## config.mk

```make
export PLATFORM = sky130hd
export DESIGN_NAME = decimal_text_to_fixed_point
export DESIGN_NICKNAME = d
export VERILOG_FILES = /design/src/hw/rtl/dtfp_pkg.sv /design/src/hw/rtl/dtfp_front.sv /design/src/hw/rtl/dtfp_fifo.sv /design/src/hw/rtl/dtfp_back.sv /design/src/hw/rtl/decimal_text_to_fixed_point.sv
export SDC_FILE = /design/constraint.sdc
export NUM_CORES = 1
export LEC_CHECK = 0
export ABC_CLOCK_PERIOD_IN_PS = 7300
export BUFFER_PORTS_ARGS = -buffer_cell sky130_fd_sc_hd__buf_2
export CAP_MARGIN = 20
export CORE_ASPECT_RATIO = 0.6
export CORE_UTILIZATION = 65
export CTS_BUF_LIST = sky130_fd_sc_hd__clkbuf_2
export DETAILED_ROUTE_END_ITERATION = 8
export PLACE_DENSITY = 0.82
export SLEW_MARGIN = 20
export SYNTH_ARGS = -nofsm -noshare
export SYNTH_HDL_FRONTEND = slang
export SYNTH_SLANG_ARGS = --single-unit
```

## constraint.sdc

```tcl
create_clock -name clk -period 7.3 [get_ports clk]
set_input_delay 0.365 -clock clk [delete_from_list [all_inputs] [get_ports clk]]
set_output_delay 0.365 -clock clk [all_outputs]
set_load 0.02 [all_outputs]
```

## src/hw/rtl/dtfp_pkg.sv

```systemverilog
// ----------------------------------------------------------------------------
// dtfp_pkg: shared types and constants for the decimal text parser
// Character codes, parser and back end state types, power-of-ten table.
// ----------------------------------------------------------------------------
package dtfp_pkg;

	localparam logic [7:0] CH_NUL   = 8'd0;
	localparam logic [7:0] CH_TAB   = 8'd9;
	localparam logic [7:0] CH_CR    = 8'd13;
	localparam logic [7:0] CH_SPACE = 8'd32;
	localparam logic [7:0] CH_PLUS  = 8'd43;
	localparam logic [7:0] CH_MINUS = 8'd45;
	localparam logic [7:0] CH_POINT = 8'd46;
	localparam logic [7:0] CH_ZERO  = 8'd48;
	localparam logic [7:0] CH_NINE  = 8'd57;

	// Most positive and most negative magnitudes of the 32-bit result
	localparam logic [31:0] LIMIT_POS = 32'h7FFF_FFFF;
	localparam logic [31:0] LIMIT_NEG = 32'h8000_0000;

	typedef enum logic [1:0] {
		PH_WS,
		PH_INT,
		PH_FRAC,
		PH_END
	} phase_t;

	typedef enum logic [1:0] {
		BK_IDLE,
		BK_DIV,
		BK_FIN
	} back_state_t;

	function automatic logic [63:0] pow10(input logic [4:0] n);
		logic [63:0] r;
		unique case (n)
			5'd0:    r = 64'd1;
			5'd1:    r = 64'd10;
			5'd2:    r = 64'd100;
			5'd3:    r = 64'd1000;
			5'd4:    r = 64'd10000;
			5'd5:    r = 64'd100000;
			5'd6:    r = 64'd1000000;
			5'd7:    r = 64'd10000000;
			5'd8:    r = 64'd100000000;
			5'd9:    r = 64'd1000000000;
			5'd10:   r = 64'd10000000000;
			5'd11:   r = 64'd100000000000;
			5'd12:   r = 64'd1000000000000;
			5'd13:   r = 64'd10000000000000;
			5'd14:   r = 64'd100000000000000;
			5'd15:   r = 64'd1000000000000000;
			5'd16:   r = 64'd10000000000000000;
			5'd17:   r = 64'd100000000000000000;
			5'd18:   r = 64'd1000000000000000000;
			default: r = 64'd1;
		endcase
		return r;
	endfunction

endpackage

```

## src/hw/rtl/dtfp_front.sv

```systemverilog
// ----------------------------------------------------------------------------
// dtfp_front: character classifier and digit accumulator
// Walks whitespace, sign, integer and fraction digits; hands off a record at NUL.
// ----------------------------------------------------------------------------
module dtfp_front #(
	parameter int MAX_FRAC_DIGITS = 9,
	parameter int FRAC_W          = 30,
	parameter int CNT_W           = 4
) (
	input  logic              clk,
	input  logic              arst_n,
	input  logic              take,
	input  logic [7:0]        ch,
	output logic              rec_push,
	output logic              rec_neg,
	output logic [31:0]       rec_int,
	output logic              rec_ovf,
	output logic [FRAC_W-1:0] rec_frac,
	output logic [CNT_W-1:0]  rec_cnt
);

	dtfp_pkg::phase_t phase_q, phase_d;
	logic              neg_q;
	logic [31:0]       int_q;
	logic              ovf_q;
	logic [FRAC_W-1:0] frac_q;
	logic [CNT_W-1:0]  cnt_q;

	logic        is_nul, is_digit, is_ws;
	logic [3:0]  digit;
	logic [35:0] int_next;
	logic [FRAC_W+3:0] frac_next;
	logic        int_en, frac_en, neg_set;

	assign is_nul   = (ch == dtfp_pkg::CH_NUL);
	assign is_digit = (ch >= dtfp_pkg::CH_ZERO) && (ch <= dtfp_pkg::CH_NINE);
	assign is_ws    = (ch == dtfp_pkg::CH_SPACE) ||
	                  ((ch >= dtfp_pkg::CH_TAB) && (ch <= dtfp_pkg::CH_CR));
	assign digit    = 4'(ch - dtfp_pkg::CH_ZERO);

	// x*10 + d as two shifted copies
	assign int_next  = {1'b0, int_q, 3'b0} + {3'b0, int_q, 1'b0} + 36'(digit);
	assign frac_next = {1'b0, frac_q, 3'b0} + {3'b0, frac_q, 1'b0} + (FRAC_W+4)'(digit);

	always_comb begin
		phase_d = phase_q;
		unique case (phase_q)
			dtfp_pkg::PH_WS: begin
				priority if (is_ws)                      phase_d = dtfp_pkg::PH_WS;
				else if (ch == dtfp_pkg::CH_MINUS ||
				         ch == dtfp_pkg::CH_PLUS || is_digit) phase_d = dtfp_pkg::PH_INT;
				else if (ch == dtfp_pkg::CH_POINT)       phase_d = dtfp_pkg::PH_FRAC;
				else                                     phase_d = dtfp_pkg::PH_END;
			end
			dtfp_pkg::PH_INT: begin
				priority if (is_digit)                   phase_d = dtfp_pkg::PH_INT;
				else if (ch == dtfp_pkg::CH_POINT)       phase_d = dtfp_pkg::PH_FRAC;
				else                                     phase_d = dtfp_pkg::PH_END;
			end
			dtfp_pkg::PH_FRAC: begin
				if (!is_digit) phase_d = dtfp_pkg::PH_END;
			end
			dtfp_pkg::PH_END: phase_d = dtfp_pkg::PH_END;
			default:          phase_d = dtfp_pkg::PH_END;
		endcase
	end

	always_comb begin
		int_en  = 1'b0;
		frac_en = 1'b0;
		neg_set = 1'b0;
		unique case (phase_q)
			dtfp_pkg::PH_WS: begin
				int_en  = is_digit;
				neg_set = (ch == dtfp_pkg::CH_MINUS);
			end
			dtfp_pkg::PH_INT:  int_en  = is_digit;
			dtfp_pkg::PH_FRAC: frac_en = is_digit && (cnt_q < CNT_W'(MAX_FRAC_DIGITS));
			default: begin
			end
		endcase
	end

	assign rec_push = take && is_nul;
	assign rec_neg  = neg_q;
	assign rec_int  = int_q;
	assign rec_ovf  = ovf_q;
	assign rec_frac = frac_q;
	assign rec_cnt  = cnt_q;

	always_ff @(posedge clk or negedge arst_n) begin
		if (!arst_n) begin
			phase_q <= dtfp_pkg::PH_WS;
			neg_q   <= 1'b0;
			int_q   <= '0;
			ovf_q   <= 1'b0;
			frac_q  <= '0;
			cnt_q   <= '0;
		end else if (take) begin
			if (is_nul) begin
				// string done: start over for the next one
				phase_q <= dtfp_pkg::PH_WS;
				neg_q   <= 1'b0;
				int_q   <= '0;
				ovf_q   <= 1'b0;
				frac_q  <= '0;
				cnt_q   <= '0;
			end else begin
				phase_q <= phase_d;
				if (neg_set) neg_q <= 1'b1;
				if (int_en && !ovf_q) begin
					if (int_next[35:32] != 4'd0) begin
						ovf_q <= 1'b1;
						int_q <= '1;
					end else begin
						int_q <= int_next[31:0];
					end
				end
				if (frac_en) begin
					frac_q <= frac_next[FRAC_W-1:0];
					cnt_q  <= cnt_q + CNT_W'(1);
				end
			end
		end
	end

endmodule

```

## src/hw/rtl/dtfp_fifo.sv

```systemverilog
// ----------------------------------------------------------------------------
// dtfp_fifo: two-entry queue of parsed number records
// Decouples the character parser from the scaling back end.
// ----------------------------------------------------------------------------
module dtfp_fifo #(
	parameter int W = 70
) (
	input  logic         clk,
	input  logic         arst_n,
	input  logic         wr_en,
	input  logic [W-1:0] wr_data,
	input  logic         rd_en,
	output logic [W-1:0] rd_data,
	output logic         not_empty,
	output logic         is_full
);

	logic [W-1:0] mem_q [2];
	logic         wr_ptr_q, rd_ptr_q;
	logic [1:0]   cnt_q;

	assign rd_data   = mem_q[rd_ptr_q];
	assign not_empty = (cnt_q != 2'd0);
	assign is_full   = (cnt_q == 2'd2);

	always_ff @(posedge clk) begin
		if (wr_en) mem_q[wr_ptr_q] <= wr_data;
	end

	always_ff @(posedge clk or negedge arst_n) begin
		if (!arst_n) begin
			wr_ptr_q <= 1'b0;
			rd_ptr_q <= 1'b0;
			cnt_q    <= 2'd0;
		end else begin
			if (wr_en) wr_ptr_q <= ~wr_ptr_q;
			if (rd_en) rd_ptr_q <= ~rd_ptr_q;
			unique case ({wr_en, rd_en})
				2'b10:   cnt_q <= cnt_q + 2'd1;
				2'b01:   cnt_q <= cnt_q - 2'd1;
				default: cnt_q <= cnt_q;
			endcase
		end
	end

endmodule

```

## src/hw/rtl/dtfp_back.sv

```systemverilog
// ----------------------------------------------------------------------------
// dtfp_back: fraction scaling, saturation and result register
// Restoring division one quotient bit per cycle, then clamp and negate.
// ----------------------------------------------------------------------------
module dtfp_back #(
	parameter int FRAC_BITS = 24,
	parameter int FRAC_W    = 30,
	parameter int CNT_W     = 4
) (
	input  logic               clk,
	input  logic               arst_n,
	input  logic               rec_valid,
	input  logic               rec_neg,
	input  logic [31:0]        rec_int,
	input  logic               rec_ovf,
	input  logic [FRAC_W-1:0]  rec_frac,
	input  logic [CNT_W-1:0]   rec_cnt,
	output logic               rec_pop,
	input  logic               pop,
	output logic               empty,
	output logic signed [31:0] value,
	output logic               saturated
);

	localparam int BW = $clog2(FRAC_BITS + 1);

	dtfp_pkg::back_state_t state_q, state_d;

	logic              neg_q, ovf_q;
	logic [31:0]       int_q;
	logic [FRAC_W-1:0] rem_q, den_q;
	logic [FRAC_BITS-1:0] quo_q;
	logic [BW-1:0]     bit_q;

	logic               out_valid_q, sat_q;
	logic signed [31:0] value_q;

	logic slot_free, step_en, fin_en;
	logic [63:0]     den_full;
	logic [FRAC_W:0] rem_sh;
	logic [FRAC_W:0] rem_sub;
	logic            rem_ge;
	logic [31:0] limit, int_lim, mag32, res32;
	logic [33:0] mag;
	logic        sat;

	assign slot_free = !out_valid_q || pop;

	always_comb begin
		state_d = state_q;
		unique case (state_q)
			dtfp_pkg::BK_IDLE: if (rec_valid) state_d = dtfp_pkg::BK_DIV;
			dtfp_pkg::BK_DIV:  if (bit_q == BW'(1)) state_d = dtfp_pkg::BK_FIN;
			dtfp_pkg::BK_FIN:  if (slot_free) state_d = dtfp_pkg::BK_IDLE;
			default:           state_d = dtfp_pkg::BK_IDLE;
		endcase
	end

	always_comb begin
		rec_pop = 1'b0;
		step_en = 1'b0;
		fin_en  = 1'b0;
		unique case (state_q)
			dtfp_pkg::BK_IDLE: rec_pop = rec_valid;
			dtfp_pkg::BK_DIV:  step_en = 1'b1;
			dtfp_pkg::BK_FIN:  fin_en  = slot_free;
			default: begin
			end
		endcase
	end

	// divisor for the kept digit count
	assign den_full = dtfp_pkg::pow10(5'(rec_cnt));

	// one restoring step: remainder stays below the divisor
	assign rem_sh  = {rem_q, 1'b0};
	assign rem_ge  = (rem_sh >= {1'b0, den_q});
	assign rem_sub = rem_sh - {1'b0, den_q};

	// clamp and sign
	assign limit   = neg_q ? dtfp_pkg::LIMIT_NEG : dtfp_pkg::LIMIT_POS;
	assign int_lim = limit >> FRAC_BITS;
	assign mag     = 34'({32'd0, int_q} << FRAC_BITS) + 34'(quo_q);
	assign sat     = ovf_q || (int_q > int_lim) || (mag > {2'b00, limit});
	assign mag32   = sat ? limit : mag[31:0];
	assign res32   = neg_q ? (~mag32 + 32'd1) : mag32;

	always_ff @(posedge clk) begin
		if (rec_pop) begin
			neg_q <= rec_neg;
			ovf_q <= rec_ovf;
			int_q <= rec_int;
			rem_q <= rec_frac;
			den_q <= den_full[FRAC_W-1:0];
			quo_q <= '0;
		end else if (step_en) begin
			rem_q <= rem_ge ? rem_sub[FRAC_W-1:0] : rem_sh[FRAC_W-1:0];
			quo_q <= {quo_q[FRAC_BITS-2:0], rem_ge};
		end
		if (fin_en) begin
			value_q <= $signed(res32);
			sat_q   <= sat;
		end
	end

	always_ff @(posedge clk or negedge arst_n) begin
		if (!arst_n) begin
			state_q     <= dtfp_pkg::BK_IDLE;
			bit_q       <= '0;
			out_valid_q <= 1'b0;
		end else begin
			state_q <= state_d;
			if (rec_pop)      bit_q <= BW'(FRAC_BITS);
			else if (step_en) bit_q <= bit_q - BW'(1);
			if (fin_en)                   out_valid_q <= 1'b1;
			else if (pop && out_valid_q)  out_valid_q <= 1'b0;
		end
	end

	assign empty     = !out_valid_q;
	assign value     = value_q;
	assign saturated = sat_q;

endmodule

```

## src/hw/rtl/decimal_text_to_fixed_point.sv

```systemverilog
// ----------------------------------------------------------------------------
// decimal_text_to_fixed_point: decimal string to signed fixed point
// Parses one character per beat and delivers one Q(31-FRAC_BITS).FRAC_BITS
// value per NUL-terminated string.
// ----------------------------------------------------------------------------
// Usage
//   Input queue: drive ch and raise push; a beat is taken on a clock edge
//   with push high and full low, one character per cycle while full is low.
//   full rises only while two parsed strings wait for the scaler, and then
//   holds off every character until the scaler takes one.
//   Output queue: while empty is low, value/saturated show the oldest result;
//   pop on a cycle with empty low takes it. One result per NUL character.
//   When the scaler is idle, a NUL beat writes its record to the queue; the
//   scaler then loads it, runs FRAC_BITS division steps and a clamp/sign step.
//   The bit-serial scaler takes the next string only once it is through with
//   the last; the parser runs at one character per cycle while full is low.
//   A stalled receiver holds its result; the scaler then waits with the next
//   finished value and the record queue fills, after which full holds off
//   the input.
//   Reset (arst_n low) empties both queues and returns the parser to the
//   leading-whitespace phase; no clearing pass is needed.
// ----------------------------------------------------------------------------
module decimal_text_to_fixed_point #(
	parameter int MAX_FRAC_DIGITS = 9,
	parameter int FRAC_BITS       = 24
) (
	input  logic               clk,
	input  logic               arst_n,
	input  logic               push,
	output logic               full,
	input  logic [7:0]         ch,
	output logic               empty,
	input  logic               pop,
	output logic signed [31:0] value,
	output logic               saturated
);

	// width of the kept fraction digits and of their count
	localparam logic [63:0] POW_MAX = dtfp_pkg::pow10(5'(MAX_FRAC_DIGITS));
	localparam int FRAC_W = $clog2(POW_MAX);
	localparam int CNT_W  = $clog2(MAX_FRAC_DIGITS + 1);
	localparam int REC_W  = 1 + 32 + 1 + FRAC_W + CNT_W;

	logic              take;
	logic              f_push, f_neg, f_ovf;
	logic [31:0]       f_int;
	logic [FRAC_W-1:0] f_frac;
	logic [CNT_W-1:0]  f_cnt;

	logic [REC_W-1:0]  q_wr, q_rd;
	logic              q_not_empty, q_full, q_pop;

	logic              b_neg, b_ovf;
	logic [31:0]       b_int;
	logic [FRAC_W-1:0] b_frac;
	logic [CNT_W-1:0]  b_cnt;

	// accept a character unless the record queue is out of room
	assign full = q_full;
	assign take = push && !q_full;

	dtfp_front #(
		.MAX_FRAC_DIGITS (MAX_FRAC_DIGITS),
		.FRAC_W          (FRAC_W),
		.CNT_W           (CNT_W)
	) u_front (
		.clk      (clk),
		.arst_n   (arst_n),
		.take     (take),
		.ch       (ch),
		.rec_push (f_push),
		.rec_neg  (f_neg),
		.rec_int  (f_int),
		.rec_ovf  (f_ovf),
		.rec_frac (f_frac),
		.rec_cnt  (f_cnt)
	);

	assign q_wr = {f_neg, f_int, f_ovf, f_frac, f_cnt};
	assign {b_neg, b_int, b_ovf, b_frac, b_cnt} = q_rd;

	dtfp_fifo #(
		.W (REC_W)
	) u_fifo (
		.clk       (clk),
		.arst_n    (arst_n),
		.wr_en     (f_push),
		.wr_data   (q_wr),
		.rd_en     (q_pop),
		.rd_data   (q_rd),
		.not_empty (q_not_empty),
		.is_full   (q_full)
	);

	dtfp_back #(
		.FRAC_BITS (FRAC_BITS),
		.FRAC_W    (FRAC_W),
		.CNT_W     (CNT_W)
	) u_back (
		.clk       (clk),
		.arst_n    (arst_n),
		.rec_valid (q_not_empty),
		.rec_neg   (b_neg),
		.rec_int   (b_int),
		.rec_ovf   (b_ovf),
		.rec_frac  (b_frac),
		.rec_cnt   (b_cnt),
		.rec_pop   (q_pop),
		.pop       (pop),
		.empty     (empty),
		.value     (value),
		.saturated (saturated)
	);

endmodule

```

# --- After elaboration in Yosys (flattened, before gate mapping) ---
# Memories as Yosys holds them, arrays and structs flattened. A register that Yosys moved wholly into a read port is not among the register bits.
# Cells that the tools add are included.
totals:
  romBits: 784
  in_bits: 12
  reg_bits: 203
  ramBits: 136
  output_inout_bits: 35
  elab_cells: 138
  mem_count: 2
mem_list:
  columns: ["name", "depth", "width", "read_ports", "rd_clocked_by_memory_dff", "wr", "line", "source"]
  rows:
  - ["(no name shown)", 16, 49, 1, 1, 0, "dtfp_pkg.sv:36", "unique case (n)"]
  - ["u_fifo.mem_q", 2, 68, 1, 0, 1, "dtfp_fifo.sv:18", "logic [W-1:0] mem_q [2];"]
op_classes:
  mux: 42
  eq_ne: 17
  n_addsub: 12
  magnitude_cmp: 8
  bitwise_logic: 3
  reduce_logical: 35
ops:
  columns: ["cell", "n"]
  rows:
  - ["two-way mux 32 bit", 6]
  - ["two-way mux 30 bit", 5]
  - ["adder 35 x 33 -> 36 bit", 1]
  - ["adder 36 x 4 -> 36 bit", 1]
  - ["adder 34 x 24 -> 34 bit", 1]
  - ["greater-than comparator 34 x 32 -> 1 bit", 1]
  - ["adder 32 x 1 -> 32 bit, second input constant", 1]
  - ["equality test 8 x 6 -> 1 bit, second input constant", 4]
  - ["greater-than comparator 32 x 8 -> 1 bit", 1]
  - ["inverter 32 bit", 1]
  - ["greater-or-equal comparator 31 x 30 -> 1 bit", 1]
  - ["adder 30 bit", 1]
  - ["adder 30 x 4 -> 30 bit", 1]
  - ["subtractor 30 bit", 1]
  - ["two-way mux 1 bit", 16]
  - ["two-way mux 2 bit", 8]
  - ["nonzero test 2 bit", 8]
  - ["equality test 2 bit, second input constant", 5]
  - ["two-way mux 5 bit", 2]
  - ["greater-or-equal comparator 8 x 4 -> 1 bit, second input constant", 1]
  - ["greater-or-equal comparator 8 x 6 -> 1 bit, second input constant", 1]
  - ["less-or-equal comparator 8 x 4 -> 1 bit, second input constant", 1]
  - ["less-or-equal comparator 8 x 6 -> 1 bit, second input constant", 1]
  - ["logical NOT 8 bit", 1]
  - ["23 further kinds", 47]

# --- Logic depth before layout (Yosys ltp) ---
logic_depth:
  word_depth: 8
  depth_mapped: 24
  depth_no_buf: 21

# --- Cells and area by module ---
# Synthesis repeated with hierarchy kept, for this count alone.
unflattened:
  hier_cells: 2046
  area_unflattened_um2: 21788.4
modules_own_cells:
  columns: ["mod", "cells_per_inst", "seq_area_each_um2", "n_inst", "area_each_um2"]
  rows:
  - ["dtfp_back", 983, 4494.3, 1, 9658.0]
  - ["dtfp_front", 834, 1751.7, 1, 6980.4]
  - ["dtfp_fifo", 228, 4184.0, 1, 5136.2]
  - ["decimal_text_to_fixed_point", 1, 0.0, 1, 13.8]

# --- Worst setup path before layout ---
# Ideal clock, no wire load.
synth_timing:
  kind: "register -> register"
  startpoint: "register u_back.neg_q"
  endpoint: "register u_back.value_q[28] (netlist: u_back.value[28]), data pin"
  required_time_ps: 7030
  t_arrival_ps: 6446
  synth_period_minus_slack_ps: 6716
  n_path_buf: 3
  setup_slack_ps: 584
  setup_time_ps: 270
  stages_incl_launch_ff: 25
  cell_sequence: "edfxtp_1 > clkbuf_1 > inv_1 > clkbuf_1 > ha_1 > nand4_1 > nor3_1 > nand4_1 > or2_2 > or3_1 > o221a_2 > o21ai_1 > clkbuf_1 > nand2_1 > a21boi_1 > inv_1 > ha_1 > nand3_1 > or3_1 > or3_4 > or2_1 > or3_4 > or3_1 > a211oi_1 > a21oi_1"
synth_via:
  elab_chain_cells: 8
  word_cells_on_any_way: 9
  classes_between: "add/sub (1); order compare (2); mux (3); bitwise (1); reduce/logical (2)"
synth_lines:
  columns: ["element", "line", "source"]
  rows:
  - ["from (decl)", "dtfp_back.sv:29", "logic neg_q, ovf_q;"]
  - ["from (signal assigned)", "dtfp_back.sv:90", "neg_q <= rec_neg;"]
  - ["two-way mux 32 bit (*)", "dtfp_back.sv:81", "assign limit = neg_q ? dtfp_pkg::LIMIT_NEG : dtfp_pkg::LIMIT_POS;"]
  - ["greater-than comparator 32 x 8 -> 1 bit", "dtfp_back.sv:84", "assign sat = ovf_q || (int_q > int_lim) || (mag > {2'b00, limit});"]
  - ["logical OR 1 bit (2 in a row)", "dtfp_back.sv:84", null]
  - ["two-way mux 32 bit (*)", "dtfp_back.sv:85", "assign mag32 = sat ? limit : mag[31:0];"]
  - ["net u_back.mag32[0]", "dtfp_back.sv:43", "logic [31:0] limit, int_lim, mag32, res32;"]
  - ["inverter 32 bit (*)", "dtfp_back.sv:86", "assign res32 = neg_q ? (~mag32 + 32'd1) : mag32;"]
  - ["adder 32 x 1 -> 32 bit (*)", "dtfp_back.sv:86", null]
  - ["two-way mux 32 bit (*)", "dtfp_back.sv:86", null]
  - ["net u_back.res32[28]", "dtfp_back.sv:43", null]
  - ["to (signal assigned)", "dtfp_back.sv:101", "value_q <= $signed(res32);"]
  - ["to (decl)", "dtfp_back.sv:36", "logic signed [31:0] value_q;"]
# The timed path passes the listed nets; every way through them passes the cells marked *.
# A chain may end at the register's enable or synchronous reset.

# --- Worst setup path after layout ---
# Same ends and word-level chain as after synthesis.

==> impl_metrics.py <==
metrics = {
    "die": {
        "core_um2": 31300,
        "io_pins": 47,
        "fp.dieW_um": 233,
        "die_h_um": 141,
        "start_util_pct": 66.4,
        "rows": 50,
        "die_area_um2": 32800,
    },
    "outcome": {
        "status": "finished clean",
    },
    "synthesis": {
        "synthFlopType": "edfxtp_1",
        "yosys_warnings": 0,
        "syn_area_um2": 20800,
        "ys_types": 75,
        "seq_area_frac_synth_pct": 50.1,
        "avgSynthCellArea_um2": 10.9,
        "syn-num-nets": 2121,
        "ys_ff_latch": 369,
        "syn_inst": 1910,
        "synth_edf_count": 263,
        "async_flop_share_pct": 22.2,
    },
    "clocking": {
        "cts_tree": "yes",
        "root_buffer": "clkbuf_2",
        "cts_buffers": 83,
        "clk_pin_slew_ns": 0.13,
        "h-tree-depth": 3,
        "clk_latency_ns": 1.07,
        "clock_sinks": 369,
        "cts_max_path_buffers": 3,
        "cts_resized": 0,
    },
    "placement": {
        "port_buffers": 46,
        "pre_cts_slack_ns": 1.34,
        "hpwlAfterDp_um": 34900,
        "finalWeightedCongestion": 0.925,
    },
    "critical_path": {
        "path_cells": "inv_1, ha_1, nand4_1, nor3_1, nand4_1, or2_2, or3_1, o221a_2, o21ai_1, nand2_1, a21boi_1, inv_1, ha_1, nand3_1, or3_1, or3_4, or2_1, or3_4, or3_1, a211oi_1, a21oi_1",
        "max_stage_delay_ns": 0.44,
        "worstSetupStartpointType": "flip-flop",
        "path_common_cell": "or3_1",
        "critPathKind": "reg -> reg",
        "cp_max_fo": 14,
        "crit_path_end_kind": "flip-flop",
        "slowest_stage": "edfxtp_1",
        "critPathRequiredTime_ns": 8.04,
        "crit_arrival_ns": 6.86,
    },
    "final_layout": {
        "area_growth_pct": 8.06,
        "drive_gt1_share_pct": 13.1,
        "nNetsFinal": 2219,
        "final_common_cell": "edfxtp_1",
        "final_cell_mix": "263 x edfxtp_1, 194 x ha_1, 171 x nand2_1",
    },
    "timing": {
        "final-setup-viol-count": 0,
        "finalMaxSlewViolations": 0,
        "fmax_mhz": 163,
        "finClkSkew_ns": 0.102,
        "rsz0062_at_grt": "false",
        "fin_crit_sh_pct": 83.8,
        "min_period_ns": 6.12,
        "finalHoldViolations": 0,
        "tightest_slew_ns": 0.999,
        "worst_slack_ns": 1.18,
        "fin_tns_setup_ns": 0,
        "max_slew_margin_pct": 33.2,
    },
    "job": {
        "drv_cap": 0,
    },
    "grt": {
        "gr-total-overflow": 0,
        "grt_pass1_vias": 14824,
        "grt_pass1_wl_um": 79000,
        "antenna_found_initial": 5,
        "grt_usage_pct": 31.3,
        "grt_max_degree": 69,
    },
    "pwr": {
        "p_per_area_nw_per_um2": 321,
        "peakVddDrop_mv": 0.252,
        "p_leak_nw": 9.88,
    },
    "routing": {
        "wl_um": 50200,
        "vias_per_cell": 6.35,
        "wl_per_cell_um": 20.1,
        "final_antenna_net_count": 0,
        "dr.pass1.iters": 5,
        "drc": 0,
        "vias": 15865,
        "drt_iter0_drc": 1415,
    },
    "hold_path": {
        "min_path_type": "in -> async",
    },
}
routing by layer:
layer | vias to the layer above | share of wire, % | wire [um] | global-route usage (%)
li1 | 7421 | - | - | -
met1 | 7574 | 47 | 23400 | 48.6
met2 | 779 | 40 | 20200 | 42.3
met3 | 87 | 11 | 5660 | 9.47
met4 | 4 | 1.9 | 935 | 8.57
met5 | - | 0.044 | 22 | 0
cell usage after synthesis (all sizes together), types with 12 or more instances:
library cell  number  share of area, %
xor2              37               1.6
a21o              64               2.3
a31oi             37               1.1
o21a              15              0.54
edfxtp           263                38
or3               23              0.74
nand2            171               3.1
o21ai            141               3.4
a211oi            27              0.97
nor3              34              0.84
xnor2             51               2.1
mux2i             26               1.3
clkbuf            65               1.2
o31ai             12              0.43
ha               194                12
nand2b            17              0.51
nand3             24              0.58
a21oi            157               3.8
dfxtp             24               2.3
inv               88               1.6
mux2              40               2.2
dfrtp             82               9.9
nand4             19              0.57
nor2b             36               1.1
nor2              87               1.6
area by class of cell:
type,instances,area [um^2]
inverters,88,332
fillers,2185,8850
repair buffers,84,548
clock buffers,125,626
flip-flops and latches,369,10400
multi-input cells,1382,9830
diodes,5,12.5
well taps,416,520
clock inverters,28,193
logic make-up after synthesis:
kind of cell | synth area share (%)
multiplexers | 3.41
buffers and inverters | 2.91
XOR/XNOR | 3.70
AND/OR/NAND/NOR | 10.9
AO/OA/AOI/OAI | 16.8
flip-flops | 50.1
adder cells (fa/ha/maj) | 12.1
what timing repair did:
item	CTS	global route
hold buffers	12	0
hold endpoints to repair	94	0
setup buffers	0	0
stage by stage:
| stage | cell area (um^2) | utilization, % | instances | power (W) | hold slack, ns |
|---|---|---|---|---|---|
| floorplan | 20800 | - | 1910 | 0.00504 | 0.0694 |
| global placement | 21500 | 68.7 | 2327 | 0.00564 | 0.231 |
| detailed placement | 21500 | 68.7 | 2327 | 0.00578 | 0.237 |
| CTS | 22500 | 71.7 | 2492 | 0.00719 | 0.0214 |
| global route | 22500 | 71.8 | 2496 | 0.00769 | 0.0548 |
| finish | 22500 | 71.8 | 2497 | 0.00722 | 0.0859 |
where the power goes:
group | internal [W] | switching [W]
combinational | 0.00112 | 0.00169
clock | 0.000562 | 0.000839
sequential | 0.00270 | 0.000303
critical path, delay by kind of cell (launching register included):
| kind | cells | cell delay (ns) |
|---|---|---|
| simple gates | 12 | 3.39 |
| compound gates | 5 | 0.93 |
| fa+ha+maj | 2 | 0.52 |
| buf+inv | 2 | 0.51 |
| flops | 1 | 0.44 |
registers in the layout, indices dropped and copies added (netlist names), 2 cells and up:
name	cells
u_back.rem_q	30
u_fifo.mem_q	136
u_front.rec_cnt	4
u_front.rec_int	32
u_back.state_q	2
u_front.rec_frac	30
u_back.den_q	30
u_back.quo_q	24
u_back.int_q	32
u_back.value	32
u_front.phase_q	2
u_fifo.cnt_q	2
u_back.bit_q	5
worst paths after layout:
check | from | to | slack (ns) | cells past startpoint
min in group clk | ch[2] | u_front.rec_frac[2] | 0.09 | 4
min reg2reg | u_front.rec_neg | u_fifo.mem_q[1][67] | 0.46 | 0
max reg2reg | u_back.neg_q | u_back.value[28] | 1.18 | 21
max in group asynchronous | arst_n | u_fifo.rd_ptr_q | 6.24 | 3
min | arst_n | u_front.rec_int[19] | 0.09 | 3
max | u_back.neg_q | u_back.value[28] | 1.18 | 21
Power figures use the tool's default switching activity.
